[src/sv/tce_pkg.sv]
// Package with sizes, opcodes and shared types of the execute unit.
`timescale 1ns / 1ps

package tce_pkg;

    localparam int NUM_REGS   = 16;
    localparam int MEM_WORDS  = 256;
    localparam int DATA_WIDTH = 32;

    localparam int REG_AW = $clog2(NUM_REGS);
    localparam int MEM_AW = $clog2(MEM_WORDS);

    localparam int ACTION_W = 3;
    localparam int REG_W    = 4;
    localparam int OPND_W   = 8;
    localparam int OUT_W    = 32;

    localparam int IN_TDATA_W  = 16;
    localparam int OUT_TDATA_W = 40;

    localparam logic [ACTION_W-1:0] OP_LDI = 3'd0;
    localparam logic [ACTION_W-1:0] OP_LDM = 3'd1;
    localparam logic [ACTION_W-1:0] OP_STM = 3'd2;
    localparam logic [ACTION_W-1:0] OP_ADD = 3'd3;
    localparam logic [ACTION_W-1:0] OP_SUB = 3'd4;
    localparam logic [ACTION_W-1:0] OP_MUL = 3'd5;

    typedef logic [DATA_WIDTH-1:0] t_word;

    typedef struct packed {
        logic              reg_we;
        logic [REG_AW-1:0] reg_addr;
        logic              mem_we;
        logic [MEM_AW-1:0] dm_addr;
        t_word             data;
    } t_wr_req;

endpackage

[src/sv/tce_alu.sv]
// Opcode decode and arithmetic for one instruction.
`timescale 1ns / 1ps

module tce_alu import tce_pkg::*; (
    input  logic [ACTION_W-1:0] i_action,
    input  logic [OPND_W-1:0]   i_operand,
    input  t_word               i_rd_val,
    input  t_word               i_rs_val,
    input  t_word               i_mem_val,
    output logic                o_executed,
    output logic                o_reg_wr,
    output logic                o_mem_wr,
    output t_word               o_value
);

    always_comb begin
        o_executed = 1'b1;
        o_reg_wr   = 1'b1;
        o_mem_wr   = 1'b0;
        o_value    = '0;
        case (i_action)
            OP_LDI: o_value = DATA_WIDTH'(i_operand);
            OP_LDM: o_value = i_mem_val;
            OP_STM: begin
                o_value  = i_rd_val;
                o_reg_wr = 1'b0;
                o_mem_wr = 1'b1;
            end
            OP_ADD: o_value = i_rd_val + i_rs_val;
            OP_SUB: o_value = i_rd_val - i_rs_val;
            OP_MUL: o_value = i_rd_val * i_rs_val;
            default: begin
                o_executed = 1'b0;
                o_reg_wr   = 1'b0;
            end
        endcase
    end

endmodule

[config.mk]
export PLATFORM = sky130hd
export DESIGN_NAME = tce_alu
export DESIGN_NICKNAME = d
export VERILOG_FILES = /design/src/sv/tce_pkg.sv /design/src/sv/tce_alu.sv
export SDC_FILE = /design/constraint.sdc
export NUM_CORES = 1
export LEC_CHECK = 0
export ABC_CLOCK_PERIOD_IN_PS = 15700
export BUFFER_PORTS_ARGS = -buffer_cell sky130_fd_sc_hd__buf_2
export CORE_ASPECT_RATIO = 0.5
export CORE_MARGIN = 4
export CORE_UTILIZATION = 47
export DETAILED_ROUTE_END_ITERATION = 16
export PLACE_DENSITY = 0.67
export SYNTH_ARGS = -nofsm -noshare
export SYNTH_HDL_FRONTEND = slang
export SYNTH_SLANG_ARGS = --single-unit
export TNS_END_PERCENT = 50
[constraint.sdc]
create_clock -name vclk -period 15.7
set_input_delay 0.785 -clock vclk [all_inputs]
set_output_delay 0.785 -clock vclk [all_outputs]
set_load 0.05 [all_outputs]
# After elaboration in Yosys (flattened, before gate mapping)
# Cells that the tools add are included.
# Widths: inputs -> output; s select.
classes:
  addsub: 2
  mul: 1
  eq_ne: 5
  mux: 4
  reduce_logical: 3
ops:
  columns: ["op", "count"]
  rows:
  - ["$pmux 32 s6", 1]
  - ["$add 32x32->32", 1]
  - ["$mul 32x32->32", 1]
  - ["$sub 32x32->32", 1]
  - ["$eq 3x2->1 const B", 2]
  - ["$eq 3x3->1 const B", 2]
  - ["$reduce_or 6->1", 1]
  - ["$reduce_or 5->1", 1]
  - ["$eq 3x1->1 const B", 1]
  - ["$logic_not 3->1", 1]
  - ["$mux 1", 3]
word_totals:
  reg_bits: 0

# Longest topological paths before layout
# Gate-level depths: netlist of the first run.
depth:
  ltp_word: 3
  ltp_mapped: 28
  ltp_nobuf: 25

# Worst setup path after synthesis of the first run
# Ideal clock, no wire load.
synth_timing:
  path_type: "input to output"
  startpoint: "input i_rd_val[13]"
  endpoint: "output o_value[31]"
  arrival_time_ps: 7933
  t_required_ps: 14915
  setup_slack_ps: 6982
  stages: 26
  n_path_buf: 3
  cell_sequence: "clkbuf_1 -> clkbuf_1 -> and2_1 -> fa_1 -> fa_1 -> fa_1 -> inv_1 -> fa_1 -> inv_1 -> fa_1 -> inv_1 -> fa_1 -> inv_1 -> fa_1 -> fa_1 -> ha_1 -> clkbuf_1 -> and4_1 -> nor2b_1 -> and3_1 -> o221ai_1 -> a21oi_1 -> nor2_1 -> o31ai_1 -> xnor2_1 -> o211ai_1"
synth_between:
  elab_chain_len: 2
  word_cells_on_any_way: 4
  cone_classes: "add/sub: 2; mul: 1; mux: 1"
synth_lines:
  columns: ["element", "line", "rtl"]
  rows:
  - ["from (decl)", "tce_alu.sv:7", "input t_word i_rd_val,"]
  - ["$mul 32x32->32, or another cell as far along", "tce_alu.sv:31", "OP_MUL: o_value = i_rd_val * i_rs_val;"]
  - ["$pmux 32 s6 *", "tce_alu.sv:21", "case (i_action)"]
  - ["to (decl)", "tce_alu.sv:13", "output t_word o_value"]
# Every way passes the cells marked *; elsewhere a longest branch is shown, timed or not.

# Worst setup path after layout of the first run
layout_timing:
  startpoint: "input i_rd_val[11]"
  endpoint: "output o_value[31]"
# Same word-level chain as after synthesis.

==> results of run 1 <==
[synthesized netlist by cell type, types with 3 or more instances]
library cell  number
fa_1             409
inv_1            391
and2_1           312
nand2_1          255
ha_1             156
clkbuf_1         121
xnor2_1           92
a21oi_1           78
nor2_1            71
o21ai_0           54
xor2_1            45
a22oi_1           20
a21o_1            19
mux2i_1           19
nand2b_1          16
nor3_1            16
o21ai_1           14
nor2b_1           12
o21a_1            11
a31oi_1           10
or3_1             10
nand3_1            9
o31ai_1            9
o211ai_1           8
a211oi_1           7
buf_1              6
o22ai_1            5
nor3b_1            4
o221ai_1           4
a211o_1            3
a221o_1            3
and3_1             3
nand4_1            3
nor4_1             3
o41ai_1            3
[layer usage]
layer | routed length [um] | vias up | global-route usage
met1 | 26200 | 7831 | 0.407
met3 | 6890 | 73 | 0.0603
met4 | 1280 | 0 | 0.0510
met2 | 24700 | 816 | 0.420
li1 | - | 6932 | -
met5 | 0 | - | 0
[through the flow]
stage                     instances  cell area, um^2   util
after floorplan                2243            19000      -
after global placement         2806            20000  0.508
after detailed placement       2806            20000  0.508
after CTS                      2806            20000  0.508
after global routing           2806            20000  0.508
final                          2807            20000  0.509
[final cells by class]
cell class         count  area [um^2]  share of cell area
diodes                 1         2.50            0.000125
inverters            392         1470              0.0735
multi-input cells   1721        17000               0.850
well taps            530          663              0.0331
repair buffers       163          868              0.0434
[cells by family (layout without fill, tap and decap cells)]
| kind of cell | count (synthesis) | in the layout | share of synthesized area |
|---|---|---|---|
| AOI/OAI and AO/OA | 273 | 273 | 0.0913 |
| adders and majority gates | 565 | 565 | 0.534 |
| other | 0 | 1 | 0 |
| and+or+nand+nor | 724 | 724 | 0.195 |
| buffers and inverters | 522 | 555 | 0.104 |
| muxes | 22 | 22 | 0.0124 |
| xor gates and xnor gates | 137 | 137 | 0.0632 |
[tightest hold or removal path: stages]
cell	delay, ns
buf_2	0.08
a32oi_1	0.08
o221ai_1	0.07
buf_2	0.26
[worst max path at each step]
| stage | from | endpoint | slack (ns) | cells past startpoint |
|---|---|---|---|---|
| floorplan | i_rd_val[13] | o_value[31] | 6.98 | 26 |
| finish | i_rd_val[11] | o_value[31] | 6.48 | 25 |
| global route | i_rd_val[11] | o_value[31] | 6.11 | 25 |
| global placement | i_rd_val[11] | o_value[31] | 6.72 | 25 |
| CTS | i_rd_val[11] | o_value[31] | 6.54 | 25 |
| detailed placement | i_rd_val[11] | o_value[31] | 6.57 | 25 |
==> out/qor.yml, run 1 <==
status: "finished clean"
dr.pass1.iters: 5
place.port_buffers: 142
synth_warnings: 0
setup_tns_ns: 0
grt_first_pass_wirelength_mm: 93.8
n_sequential_cell: 0
min_period_over_period: 0.587
yosysSeqAreaShare: 0
path_common_cell: "fa_1"
drtAntennaViolNets: 0
min_path_cells: 4
min_to: "o_value[25]"
place_ws_ns: 6.57
setup_violations: 0
required_ns: 14.91
antenna_found_initial: 0
cp.arrival_ns: 8.44
hold-worst-slack_ns: 2.06
yosys.area.top_type_share: 0.431
gr-total-overflow: 0
postSynthAreaPerCell_um2: 8.46
cts_hold_buffers: 0
finalHoldViolCount: 0
clkbuf_count: 0
synthCells: 2243
final-seq-area_um2: 0
hold_class: "in -> out"
place.detailed.hpwl_mm: 46.2
worstMarginPinSlew_ns: 0.693
vias_per_cell: 5.58
drc: 0
cp_max_fo: 23
cts_setup_buffers: 0
drtIter0Drc: 1168
layout_setup_ws_ns: 6.48
crit_path_end_kind: "primary output"
drive_gt1_frac: 0.0769
synthToLayoutAreaGrowth_pct: 5.46
rsz0062_at_grt: "no"
start_util: 0.482
cpPeakStageDelay_ns: 0.53
critPathTopFamily: "adder cells"
dieWidth_um: 292
layout.nets: 2950
slew-limit-headroom: 0.538
io_pins: 142
grt_pass1_vias: 16468
fmax_mhz: 108
syn-num-nets: 2915
slew_violations: 0
synth_area_leader_cell: "fa_1"
synth.distinct_cells: 66
grt_usage: 0.275
coreArea_um2: 39400
grt_max_degree: 46
final.min_clock_period_ns: 9.22
drv_cap: 0
fillers: 3791
final_cell_mix: "fa_1 (409), inv_1 (391), and2_1 (312)"
cts_resized: 0
die_area_um2: 43900
routed_wl_mm: 59.1
final_common_cell: "fa_1"
fp.dieH_um: 150
synth_area_leaders: "fa_1 (43%), and2_1 (10%), ha_1 (10%)"
slowest_stage: "fa_1"
path_class: "in -> out"
wl_per_cell_um: 21.1
rows: 51
hold_start: "i_mem_val[25]"
place_congestion: 0.971
start_kind: "primary input"
synth_area_um2: 19000
via_count: 15652
crit_buf_inv: 6
==> run 2: changes to the inputs <==
- ABC_CLOCK_PERIOD_IN_PS: 15700 -> 8100
- PLACE_DENSITY: 0.67 -> 0.69
- clock period: 15.7 -> 8.1 ns (I/O delays scaled with it)
==> out/qor.yml, run 2 (synthesis results as in run 1) <==
status: "finished clean"
drc: 0
rows: 51
via_count: 16124
setup_violations: 0
routed_wl_mm: 63.7
cpPeakStageDelay_ns: 0.58
grt_max_degree: 45
gr-total-overflow: 0
worstMarginPinSlew_ns: 0.756
layout.nets: 3000
n_sequential_cell: 0
hold_class: "in -> out"
vias_per_cell: 5.64
drive_gt1_frac: 0.0989
final_cell_mix: "fa_1 (409), inv_1 (391), and2_1 (312)"
place.detailed.hpwl_mm: 52.5
drv_cap: 0
setup_tns_ns: 0
placedCellCount: 2855
final.min_clock_period_ns: 7.88
fp.dieH_um: 150
place_congestion: 0.970
slowest_stage: "fa_1"
synthToLayoutAreaGrowth_pct: 7.62
final-seq-area_um2: 0
coreArea_um2: 39400
drtIter0Drc: 1265
die_area_um2: 43900
final_common_cell: "fa_1"
grt_first_pass_wirelength_mm: 97.9
finalHoldViolCount: 0
slew-limit-headroom: 0.495
required_ns: 7.70
clkbuf_count: 0
fmax_mhz: 127
dr.pass1.iters: 5
fin_cells: 2857
path_class: "in -> out"
start_kind: "primary input"
hold-worst-slack_ns: 1.31
start_util: 0.482
cts_hold_buffers: 0
min_period_over_period: 0.973
crit_path_end_kind: "primary output"
dieWidth_um: 292
rsz0062_at_grt: "no"
cp_max_fo: 8
drtAntennaViolNets: 0
antenna_found_initial: 5
cp.arrival_ns: 7.47
grt_usage: 0.293
path_common_cell: "fa_1"
place.port_buffers: 142
io_pins: 142
slew_violations: 0
wl_per_cell_um: 22.3
grt_pass1_vias: 16751
==> run 2: area by class of cell <==
class / count / area, um^2
Inverter: 392 / 1470
Timing Repair Buffer: 213 / 1260
Fill cell: 3769 / 18900
Tap cell: 530 / 663
Antenna cell: 1 / 2.50
Multi-Input combinational cell: 1721 / 17000
==> run 2: worst max-delay path, delay by kind of cell <==
family	cells	cell delay, ns
and+or+nand+nor	2	0.39
buffers and inverters	8	1.00
xor gates and xnor gates	1	0.29
adders and majority gates	9	4.36
AOI/OAI and AO/OA	6	1.01
==> run 2: metal layers <==
layer | part of all wire | wire length (um) | vias to the layer above | track usage
met4 | 0.030 | 1900 | 2 | 0.0773
li1 | - | - | 7037 | -
met3 | 0.12 | 7830 | 129 | 0.0789
met2 | 0.42 | 26700 | 810 | 0.448
met5 | 0.00019 | 12 | - | 0
met1 | 0.43 | 27300 | 8146 | 0.416
==> run 2: worst paths after layout <==
path | start | end | slack (ns) | cells past startpoint
worst max-delay path | i_rd_val[16] | o_value[25] | 0.22 | 26
worst min-delay path | i_mem_val[9] | o_value[9] | 1.31 | 4
==> run 2: metrics by stage <==
step | util | worst slack [ns] | area, um^2
final | 0.519 | 0.222 | 20400
after CTS | 0.518 | 0.0900 | 20400
after global placement | 0.518 | 0.292 | 20400
after floorplan | - | 0.142 | 19000
after global routing | 0.519 | 0.00642 | 20400
after detailed placement | 0.518 | 0.134 | 20400
==> run 2: what timing repair did <==
item | 4_1_cts | 5_1_grt
endpoints found under the setup margin | 0 | 5
endpoints found under the hold margin | 0 | 0
resized for setup | 0 | 12
setup buffers | 0 | 1
Power of run 2 is left out: the tool's default activity adds up to more than one toggle a clock period on the data nets, which glitch-free logic cannot reach.
